### src/rtl/hncs_pkg.sv
`default_nettype none
package hncs_pkg;

   localparam int NUM_CLASSES_DEF = 8;
   localparam int MAX_WORDS_DEF   = 512;

   localparam int DATA_W      = 32;
   localparam int CLASS_SEL_W = 3;
   localparam int WORD_SEL_W  = 9;
   localparam int COUNT_CFG_W = 10;
   localparam int DIST_W      = 15;

   localparam logic [COUNT_CFG_W-1:0] WORD_COUNT_RESET = 10'd314;
   localparam logic [DIST_W-1:0]      DIST_MAX         = 15'h7FFF;

   localparam logic OP_LOAD  = 1'b0;
   localparam logic OP_QUERY = 1'b1;

   typedef struct packed {
      logic load_wr;
      logic query_start;
      logic issue;
      logic finish;
   } ctrl_cmd_type;

   typedef struct packed {
      logic issue_last;
      logic busy;
      logic final_word;
   } dp_status_type;

endpackage
`default_nettype wire

### src/rtl/hncs_ctrl.sv
`default_nettype none
module hncs_ctrl (
   input  wire logic                    clock,
   input  wire logic                    reset,
   input  wire logic                    req_valid,
   input  wire logic                    req_opcode,
   output logic                         req_ready,
   input  wire logic                    rsp_ready,
   output logic                         rsp_valid,
   output hncs_pkg::ctrl_cmd_type       cmd,
   input  wire hncs_pkg::dp_status_type status
);

   typedef enum logic [1:0] {
      IDLE,
      ISSUE,
      DRAIN
   } state_type;

   state_type state_ff, state_in;
   logic      rsp_valid_ff, rsp_valid_in;
   logic      req_accept;
   logic      slot_free;

   assign req_ready  = (state_ff == IDLE);
   assign req_accept = req_valid && req_ready;
   assign slot_free  = !rsp_valid_ff || rsp_ready;
   assign rsp_valid  = rsp_valid_ff;

   always_comb begin
      state_in         = state_ff;
      rsp_valid_in     = rsp_valid_ff && !rsp_ready;
      cmd.load_wr      = 1'b0;
      cmd.query_start  = 1'b0;
      cmd.issue        = 1'b0;
      cmd.finish       = 1'b0;
      unique case (state_ff)
         IDLE: begin
            if (req_accept) begin
               if (req_opcode == hncs_pkg::OP_QUERY) begin
                  cmd.query_start = 1'b1;
                  state_in        = ISSUE;
               end else begin
                  cmd.load_wr = 1'b1;
               end
            end
         end
         ISSUE: begin
            cmd.issue = 1'b1;
            if (status.issue_last) begin
               state_in = DRAIN;
            end
         end
         DRAIN: begin
            // a final word waits here until the result register has room
            if (!status.busy && (!status.final_word || slot_free)) begin
               cmd.finish = 1'b1;
               state_in   = IDLE;
               if (status.final_word) begin
                  rsp_valid_in = 1'b1;
               end
            end
         end
         default: begin
            state_in = IDLE;
         end
      endcase
   end

   always_ff @(posedge clock) begin
      if (reset) begin
         state_ff     <= IDLE;
         rsp_valid_ff <= 1'b0;
      end else begin
         state_ff     <= state_in;
         rsp_valid_ff <= rsp_valid_in;
      end
   end

endmodule
`default_nettype wire

### config.mk
export PLATFORM = sky130hd
export DESIGN_NAME = hncs_ctrl
export DESIGN_NICKNAME = d
export VERILOG_FILES = /design/src/rtl/hncs_pkg.sv /design/src/rtl/hncs_ctrl.sv
export SDC_FILE = /design/constraint.sdc
export NUM_CORES = 1
export LEC_CHECK = 0
export ABC_CLOCK_PERIOD_IN_PS = 1100
export BUFFER_PORTS_ARGS = -buffer_cell sky130_fd_sc_hd__clkbuf_2
export CAP_MARGIN = 15
export CORE_AREA = 2 2 39 41
export CTS_CLUSTER_SIZE = 20
export DETAILED_ROUTE_END_ITERATION = 10
export DIE_AREA = 0 0 41 43
export PLACE_DENSITY_LB_ADDON = 0.25
export SETUP_SLACK_MARGIN = 0.2
export SKIP_LAST_GASP = 1
export SLEW_MARGIN = 20
export SYNTH_ARGS = -nofsm -noshare
export SYNTH_HDL_FRONTEND = slang
export SYNTH_SLANG_ARGS = --single-unit
### constraint.sdc
create_clock -name clock -period 1.1 [get_ports clock]
set_input_delay 0.11 -clock clock [delete_from_list [all_inputs] [get_ports clock]]
set_output_delay 0.11 -clock clock [all_outputs]
set_load 0.005 [all_outputs]
==> results of run 1 <==
[stage by stage]
step	TNS [ps]	util
4_1_cts	-95.9	0.244
3_5_place_dp	0	0.193
6_report	-52.1	0.248
5_1_grt	-212	0.248
2_1_floorplan	0	-
3_3_place_gp	0	0.193
[power by group through the flow]
stage	Sequential, mW	Combinational [mW]	Clock [mW]
after detailed placement	0.122	0.0463	0
after global placement	0.122	0.0473	0
after global routing	0.118	0.0614	0.222
final	0.117	0.0558	0.193
after floorplan	0.117	0.0264	0
after CTS	0.117	0.0539	0.207
[synthesized netlist by cell type]
library cell / n / share of area
nand3b_1: 1 / 0.039
a21oi_1: 1 / 0.026
nand4bb_1: 1 / 0.058
dfxtp_1: 3 / 0.31
a211o_1: 1 / 0.045
nor4bb_1: 2 / 0.10
and3b_1: 1 / 0.045
nor2_1: 1 / 0.019
nor4b_1: 2 / 0.090
nand2b_1: 2 / 0.065
and3_1: 1 / 0.032
a211oi_1: 1 / 0.039
nor2b_1: 1 / 0.032
buf_6: 1 / 0.058
nor3b_1: 1 / 0.039
[registers in the layout, summed over array words and instances (netlist names)]
signal	cells
state_ff	2
rsp_valid	1
[metal layers]
metal	vias up	share of wire
met5	-	0
met4	0	0
met3	0	0.11
met2	14	0.40
met1	100	0.49
li1	118	-
[worst min-delay path by stage]
stage	end	slack, ps	cells past startpoint	from
after detailed placement	rsp_valid	350	2	reset
after floorplan	rsp_valid	180	1	reset
final	state_ff[0]	120	2	reset
after CTS	state_ff[0]	90	2	reset
after global placement	rsp_valid	360	2	reset
after global routing	state_ff[0]	110	2	reset
[cell families after synthesis]
family                 count (synthesis)  synth area share
AO/OA/AOI/OAI                          3             0.110
buffers and inverters                  1            0.0581
flip-flops                             3             0.310
AND/OR/NAND/NOR                       13             0.523
[final cells by class]
class                      count  area [µm²]  share of cell area
multi-input combinational     16         140               0.409
timing repair buffer          16        87.6               0.255
tap                           16        20.0              0.0584
clock buffer                   4        26.3              0.0766
sequential                     3        68.8               0.201
[repair_timing]
item	CTS	global route
gates resized for setup	7	4
buffers inserted	3	0
hold buffers	0	0
pin swaps	3	1
endpoints found under the setup margin	6	8
==> impl_metrics.env, run 1 <==
export IMPL_worstPathArrival_ps=1040
export IMPL_power_frac_seq=0.321
export IMPL_clock_fmax_mhz=868
export IMPL_cts_tree="yes"
export IMPL_syn2layout_area_growth_pct=76.8
export IMPL_die_h_um=43
export IMPL_fin_crit_sh=1.05
export IMPL_setup_slack_ps=-52.1
export IMPL_initial_utilization=0.140
export IMPL_antenna_found_initial=0
export IMPL_firstDrtPassIters=2
export IMPL_max_slew_worst_pin_slew_ps=262
export IMPL_slowest_stage="dfxtp_2"
export IMPL_cp_buffers_inverters=1
export IMPL_met2_usage=0.0813
export IMPL_drt_iter0_drc=1
export IMPL_dp_cells=48
export IMPL_wl_um=573
export IMPL_cap_violations=0
export IMPL_diodes=0
export IMPL_syn_inst=20
export IMPL_netlist_area_um2=194
export IMPL_cts_root_buf="clkbuf_4"
export IMPL_clock_sinks=3
export IMPL_synthesis_nets=28
export IMPL_avgViaCountPerCell=4.22
export IMPL_coreArea_mm2=0.00138
export IMPL_start_kind="register"
export IMPL_grt_usage=0.0732
export IMPL_peakVddDrop_v=0.000377
export IMPL_layout_commonest_cell="clkbuf_2"
export IMPL_path_max_fanout=2
export IMPL_rows=14
export IMPL_end_kind="primary output"
export IMPL_final_cell_mix="clkbuf_2 (10), clkbuf_4 (3), buf_2 (3), buf_4 (3)"
export IMPL_yosys_warnings=0
export IMPL_holdWs_ps=116
export IMPL_via_count=232
export IMPL_die_x_um=41
export IMPL_grt_pass1_wl_um=786
export IMPL_gp_congestion=0.647
export IMPL_hold_path_class="in -> reg"
export IMPL_internal_power_uw=280
export IMPL_switching_share=0.234
export IMPL_p_clk_frac=0.527
export IMPL_finalInstanceArea_um2=343
export IMPL_critPathKind="reg -> out"
export IMPL_drive_above_1_share=0.641
export IMPL_violations="setup timing"
export IMPL_wl_per_cell_um=10.4
export IMPL_grt_busiest_layer="met1"
export IMPL_synth_seq_cells=3
export IMPL_yosysSeqAreaShare=0.310
export IMPL_worstPathRequired_ps=990
export IMPL_finClkSkew_ps=0.114
export IMPL_r2r_end="state_ff[1]"
export IMPL_ant_nets=0
export IMPL_htreeDepth=1
export IMPL_period_needed_ps=1150
export IMPL_fin_cells=55
export IMPL_drc_errors=0
export IMPL_path_depth=3
export IMPL_slew_viol_final=0
export IMPL_post_place_ws_ps=114
export IMPL_ys_types=15
export IMPL_ios=14
export IMPL_fill_cells=151
export IMPL_p_per_area_mw_per_mm2=1070
export IMPL_use_met1=0.103
export IMPL_io_buffers=13
export IMPL_crit_chain="and3b_1 > nor4b_2 > buf_2"
export IMPL_crit_path_end="cmd[0]"
export IMPL_placedInstanceArea_um2=268
export IMPL_clockBufferDepth=2
export IMPL_numCtsBuffers=3
export IMPL_cp_startpoint="rsp_valid"
export IMPL_finalPower_uw=366
export IMPL_status="complete, but fails checks"
export IMPL_reg2regPathDepth=3
export IMPL_rsz0062_at_grt="yes"
export IMPL_dieArea_mm2=0.00176
export IMPL_slew_headroom=0.823
export IMPL_clkSlewWorstSetupHoldPaths_ps=40
export IMPL_hold_viol_final=0
export IMPL_clock_latency_ps=230
export IMPL_r2r_start="state_ff[0]"
export IMPL_cellLeakagePower_nw=0.164
export IMPL_cpLargestDelayFamily="simple AND/OR/NAND/NOR gates"
export IMPL_grt_pass1_vias=194
export IMPL_grt_util_met3=0.0471
export IMPL_overflow=0
export IMPL_grt_max_degree=10
export IMPL_setup_viol=1
export IMPL_layout_nets=48
export IMPL_power_frac_comb=0.153
export IMPL_crit_path_max_incr_delay_ps=310
export IMPL_r2r_slack_ps=90
export IMPL_p_sw_uw=85.7
export IMPL_avgSynthCellArea_um2=9.70
export IMPL_hpwl_um=346
Note: power is estimated with default switching activity, not from simulation.
==> run 2: changes to the inputs <==
--- a/config.mk
+++ b/config.mk
@@ -5,6 +5,7 @@
 export SDC_FILE = /design/constraint.sdc
 export NUM_CORES = 1
 export LEC_CHECK = 0
+export ABC_AREA = 1
 export ABC_CLOCK_PERIOD_IN_PS = 1100
 export BUFFER_PORTS_ARGS = -buffer_cell sky130_fd_sc_hd__clkbuf_2
 export CAP_MARGIN = 15
==> run 2 against run 1 <==
  * Combinational power rose by 8.4%
  * Worst hold slack got worse by 37 ps
  * Fmax increased by 8.2%
  * Largest power group unchanged
  * Sequential power barely moved
  * Largest cell class unchanged
  * The flow now finishes without violations
  * Utilization down 1.1 points
  * Area after synthesis down 5.2%
  * Non-clock buffer count decreased by 2
==> impl_metrics.env, run 2 <==
export IMPL_power_frac_comb=0.161
export IMPL_drc_errors=0
export IMPL_hold_path_class="in -> reg"
export IMPL_hold_viol_final=0
export IMPL_start_kind="register"
export IMPL_wl_per_cell_um=7.90
export IMPL_synth_top_area_frac=0.327
export IMPL_grt_pass1_vias=220
export IMPL_synth_seq_cells=3
export IMPL_syn2layout_area_growth_pct=78.2
export IMPL_synth_top_family_by_area="simple AND/OR/NAND/NOR gates"
export IMPL_largest_register="state_ff"
export IMPL_p_per_area_mw_per_mm2=1150
export IMPL_synthFlopType="dfxtp_1"
export IMPL_post_place_ws_ps=196
export IMPL_overflow=0
export IMPL_yosys_top_cells_count="nand2_1 (6), inv_1 (4), a21oi_2 (3), dfxtp_1 (3)"
export IMPL_synthesis_nets=34
export IMPL_grt_pass1_wl_um=779
export IMPL_cap_violations=0
export IMPL_cts_tree="yes"
export IMPL_io_buffers=13
export IMPL_numCtsBuffers=3
export IMPL_hpwl_um=367
export IMPL_synth_compound_gate_area_share=0.143
export IMPL_setup_tns_ps=0
export IMPL_finClkSkew_ps=0.868
export IMPL_power_frac_seq=0.311
export IMPL_synth_edf_count=0
export IMPL_ios=14
export IMPL_worstPathRequired_ps=990
export IMPL_rsz0062_at_grt="yes"
export IMPL_yosys_warnings=0
export IMPL_layout_commonest_cell="clkbuf_2"
export IMPL_r2r_slack_ps=230
export IMPL_slew_viol_final=0
export IMPL_clockBufferDepth=2
export IMPL_coreArea_mm2=0.00138
export IMPL_crit_path_max_incr_delay_ps=360
export IMPL_finalPower_uw=376
export IMPL_antenna_found_initial=0
export IMPL_largest_reg_flops=2
export IMPL_yosys_area_share_simple=0.408
export IMPL_via_count=223
export IMPL_period_needed_ps=1070
export IMPL_gp_congestion=0.625
export IMPL_grt_max_degree=5
export IMPL_crit_chain="nor2_4 > nand2_1 > nor2_1 > buf_2"
export IMPL_dieArea_mm2=0.00176
export IMPL_fin_cells=60
export IMPL_ys_top_cells_by_area="dfxtp_1 (33%), a21oi_2 (14%), nand2_1 (12%), inv_1 (8.2%), nor2_2 (6.8%)"
export IMPL_cellLeakagePower_nw=0.160
export IMPL_initial_utilization=0.133
export IMPL_setup_slack_ps=34.8
export IMPL_clock_fmax_mhz=939
export IMPL_post_synth_top_count_cell="nand2_1"
export IMPL_synth_async_reset_ratio=0
export IMPL_muxShareOfSynthArea=0
export IMPL_die_x_um=41
export IMPL_wl_um=474
export IMPL_diodes=0
export IMPL_cpLargestDelayFamily="flip-flops"
export IMPL_drive_above_1_share=0.705
export IMPL_firstDrtPassIters=2
export IMPL_cp_buffers_inverters=1
export IMPL_layout_nets=53
export IMPL_status="finished clean"
export IMPL_grt_usage=0.0762
export IMPL_synth_top_cell_by_area="dfxtp_1"
export IMPL_avgViaCountPerCell=3.72
export IMPL_clock_latency_ps=240
export IMPL_synth_fa_ha_area_frac=0
export IMPL_switching_share=0.264
export IMPL_die_h_um=43
export IMPL_syn_inst=26
export IMPL_netlist_area_um2=184
export IMPL_synth_xor_area_frac=0
export IMPL_setup_viol=0
export IMPL_slowest_stage="dfxtp_4"
export IMPL_critPathKind="reg -> out"
export IMPL_slew_headroom=0.927
export IMPL_p_sw_uw=99.1
export IMPL_holdWs_ps=79.3
export IMPL_htreeDepth=1
export IMPL_clkSlewWorstSetupHoldPaths_ps=40
export IMPL_clock_sinks=3
export IMPL_avgSynthCellArea_um2=7.07
export IMPL_internal_power_uw=277
export IMPL_ys_types=11
export IMPL_path_max_fanout=3
export IMPL_peakVddDrop_v=0.000275
export IMPL_ant_nets=0
export IMPL_final_cell_mix="clkbuf_2 (11), nand2_1 (5), inv_1 (4), a21oi_2 (3), clkbuf_4 (3)"
export IMPL_dp_cells=55
export IMPL_cts_root_buf="clkbuf_4"
export IMPL_max_slew_worst_pin_slew_ps=108
export IMPL_end_kind="primary output"
export IMPL_worstPathArrival_ps=960
export IMPL_fin_crit_sh=0.968
export IMPL_p_clk_frac=0.528
export IMPL_drt_iter0_drc=1
export IMPL_yosysSeqAreaShare=0.327
export IMPL_rows=14
run 2: changes by cell type after synthesis, sizes merged, moves of 3 or more:
cell / delta
nand3: +3
nand2: +6
nor2: +3
inv: +6
run 2: final timing paths:
path	startpoint	to	cells past startpoint
min	reset	state_ff[1]	2
max reg2reg	state_ff[1]	state_ff[0]	4
min reg2reg	rsp_valid	rsp_valid	2
max	state_ff[1]	cmd[3]	4
run 2: per-stage QoR:
step	cell area, µm²	util
6_report	328	0.237
5_1_grt	328	0.237
4_1_cts	315	0.228
3_5_place_dp	269	0.194
3_3_place_gp	269	0.194
2_1_floorplan	184	-
run 2: kinds of logic after synthesis:
kind of cell,count (synthesis)
flops,3
buf+inv,6
simple gates,14
compound gates,3
run 2: area by class of cell:
| type | count | area (µm²) |
|---|---|---|
| fill | 167 | 1060 |
| multi-input combinational | 17 | 119 |
| timing repair buffer | 14 | 72.6 |
| sequential | 3 | 67.6 |
| clock buffer | 4 | 26.3 |
| inverter | 6 | 22.5 |
| tap | 16 | 20.0 |
run 2: what timing repair did:
action / CTS / global route
pin swaps: 1 / 2
buffers inserted: 0 / 1
hold buffers: 0 / 0
resized for setup: 6 / 4
endpoints found under the setup margin: 5 / 6
run 2: per-layer routing:
metal | global-route usage | wire length [µm] | share of wire
met5 | 0 | 0 | 0
met4 | 0.0800 | 8 | 0.017
met3 | 0.0628 | 27 | 0.057
met2 | 0.106 | 269 | 0.57
met1 | 0.0577 | 168 | 0.35
run 2: power by group through the flow:
stage	logic (mW)	clock network [mW]	registers, mW
finish	0.0605	0.199	0.117
global route	0.0680	0.217	0.118
CTS	0.0576	0.207	0.118
detailed placement	0.0534	0	0.120
global placement	0.0537	0	0.120
floorplan	0.0249	0	0.119
==> run 3: changes to the inputs <==
--- a/config.mk
+++ b/config.mk
@@ -6,11 +6,11 @@
 export NUM_CORES = 1
 export LEC_CHECK = 0
 export ABC_AREA = 1
-export ABC_CLOCK_PERIOD_IN_PS = 1100
+export ABC_CLOCK_PERIOD_IN_PS = 1200
 export BUFFER_PORTS_ARGS = -buffer_cell sky130_fd_sc_hd__clkbuf_2
 export CAP_MARGIN = 15
 export CORE_AREA = 2 2 39 41
-export CTS_CLUSTER_SIZE = 20
+export CTS_CLUSTER_SIZE = 24
 export DETAILED_ROUTE_END_ITERATION = 10
 export DIE_AREA = 0 0 41 43
 export PLACE_DENSITY_LB_ADDON = 0.25
==> constraint.sdc (replaced) <==
create_clock -name clock -period 1.2 [get_ports clock]
set_input_delay 0.12 -clock clock [delete_from_list [all_inputs] [get_ports clock]]
set_output_delay 0.12 -clock clock [all_outputs]
set_load 0.005 [all_outputs]
==> run 3 against run 2 <==
  * Total power is 4.0% lower
  * Highest routed layer unchanged
  * Sequential power is 9% lower
  * Critical path depth stayed put
  * Final cell count is 10% higher
  * Flip-flop and latch count stayed put
  * Combinational power is 28% higher
  * Routed wire length is 13% higher
==> impl_metrics.env, run 3 (synthesized netlist as in run 2, its figures left out) <==
export IMPL_rsz0062_at_grt="yes"
export IMPL_ant_nets=0
export IMPL_io_buffers=13
export IMPL_layout_nets=59
export IMPL_diodes=0
export IMPL_antenna_found_initial=0
export IMPL_coreArea_mm2=0.00138
export IMPL_clock_fmax_mhz=916
export IMPL_firstDrtPassIters=1
export IMPL_p_per_area_mw_per_mm2=907
export IMPL_wl_per_cell_um=8.11
export IMPL_wl_um=535
export IMPL_hold_viol_final=0
export IMPL_rows=14
export IMPL_reg2regPathDepth=7
export IMPL_drc_errors=0
export IMPL_slew_viol_final=0
export IMPL_grt_usage=0.0743
export IMPL_end_kind="primary output"
export IMPL_largest_reg_flops=2
export IMPL_final_core_util=0.288
export IMPL_grt_pass1_vias=224
export IMPL_met2_usage=0.109
export IMPL_hpwl_um=354
export IMPL_dieArea_mm2=0.00176
export IMPL_status="finished clean"
export IMPL_cp_startpoint="state_ff[1]"
export IMPL_cap_violations=0
export IMPL_setup_slack_ps=109
export IMPL_grt_pass1_wl_um=765
export IMPL_setup_viol=0
export IMPL_clockBufferDepth=2
export IMPL_grt_util_met3=0.0314
export IMPL_cts_root_buf="clkbuf_4"
export IMPL_layout_commonest_cell="clkbuf_2"
export IMPL_worstPathArrival_ps=970
export IMPL_largest_register="state_ff"
export IMPL_slew_headroom=0.876
export IMPL_period_needed_ps=1090
export IMPL_finClkSkew_ps=1.01
export IMPL_use_met1=0.0579
export IMPL_cts_tree="yes"
export IMPL_ios=14
export IMPL_min_path_cells=2
export IMPL_clock_sinks=3
export IMPL_clkSlewWorstSetupHoldPaths_ps=40
export IMPL_fin_crit_sh=0.909
export IMPL_peakVddDrop_v=0.000244
export IMPL_r2r_start="rsp_valid"
export IMPL_htreeDepth=1
export IMPL_fin_cells=66
export IMPL_syn2layout_area_growth_pct=116
export IMPL_grt_max_degree=5
export IMPL_hold_path_class="in -> reg"
export IMPL_finalPower_uw=361
export IMPL_initial_utilization=0.133
export IMPL_post_place_ws_ps=300
export IMPL_hp_start="reset"
export IMPL_start_kind="register"
export IMPL_holdWs_ps=94.6
export IMPL_numCtsBuffers=3
export IMPL_overflow=0
export IMPL_fill_cells=151
export IMPL_via_count=242
export IMPL_cellLeakagePower_nw=0.201
export IMPL_die_x_um=41
export IMPL_die_h_um=43
export IMPL_clock_latency_ps=230
export IMPL_drive_above_1_share=0.820
export IMPL_gp_congestion=0.647
export IMPL_path_max_fanout=3
export IMPL_setup_tns_ps=0
export IMPL_grt_busiest_layer="met2"
export IMPL_max_slew_worst_pin_slew_ps=186
export IMPL_avgViaCountPerCell=3.67
export IMPL_critPathKind="reg -> out"
export IMPL_dp_cells=55
export IMPL_final_cell_mix="clkbuf_2 (12), nand2_1 (4), buf_4 (4)"
export IMPL_placedInstanceArea_um2=269
export IMPL_drt_iter0_drc=0
export IMPL_worstPathRequired_ps=1080
export IMPL_finalInstanceArea_um2=398
==> run 3: per-layer routing <==
metal | vias to the layer above | wire, µm
met5 | - | 0
met4 | 0 | 6
met3 | 2 | 35
met2 | 4 | 312
met1 | 108 | 179
li1 | 128 | -
==> run 3: final cells by class <==
cell class | count | area [µm²] | share of cell area
multi-input cells | 17 | 131 | 0.330
well taps | 16 | 20.0 | 0.0503
clock buffers | 4 | 26.3 | 0.0660
repair buffers | 20 | 129 | 0.324
flip-flops and latches | 3 | 68.8 | 0.173
inverters | 6 | 22.5 | 0.0566
==> run 3: path summary, 6_finish.rpt <==
check                           slack (ps)           to
worst max-delay path                   110       cmd[3]
worst min-delay path                    90  state_ff[0]
worst max register to register         250  state_ff[1]
worst min register to register         570  state_ff[0]
==> run 3: critical path: stages, from the launching register on <==
cell and delay [ps]:
dfxtp_4 360, nor2_4 130, nand2_1 60, nor2_1 80, clkbuf_2 120
==> run 3: power breakdown <==
part / total, mW / internal, mW / switching [mW] / leakage (nW)
logic: 0.0777 / 0.0428 / 0.0349 / 0.159
registers: 0.107 / 0.101 / 0.00577 / 0.0264
clock network: 0.176 / 0.125 / 0.0517 / 0.0150
==> run 3: what timing repair did <==
item	CTS	global route
endpoints found under the hold margin	0	0
cloned	0	0
hold buffers	0	0
resized for setup	9	8
buffers inserted	4	3
setup endpoints to repair	4	5
pin swaps	4	5
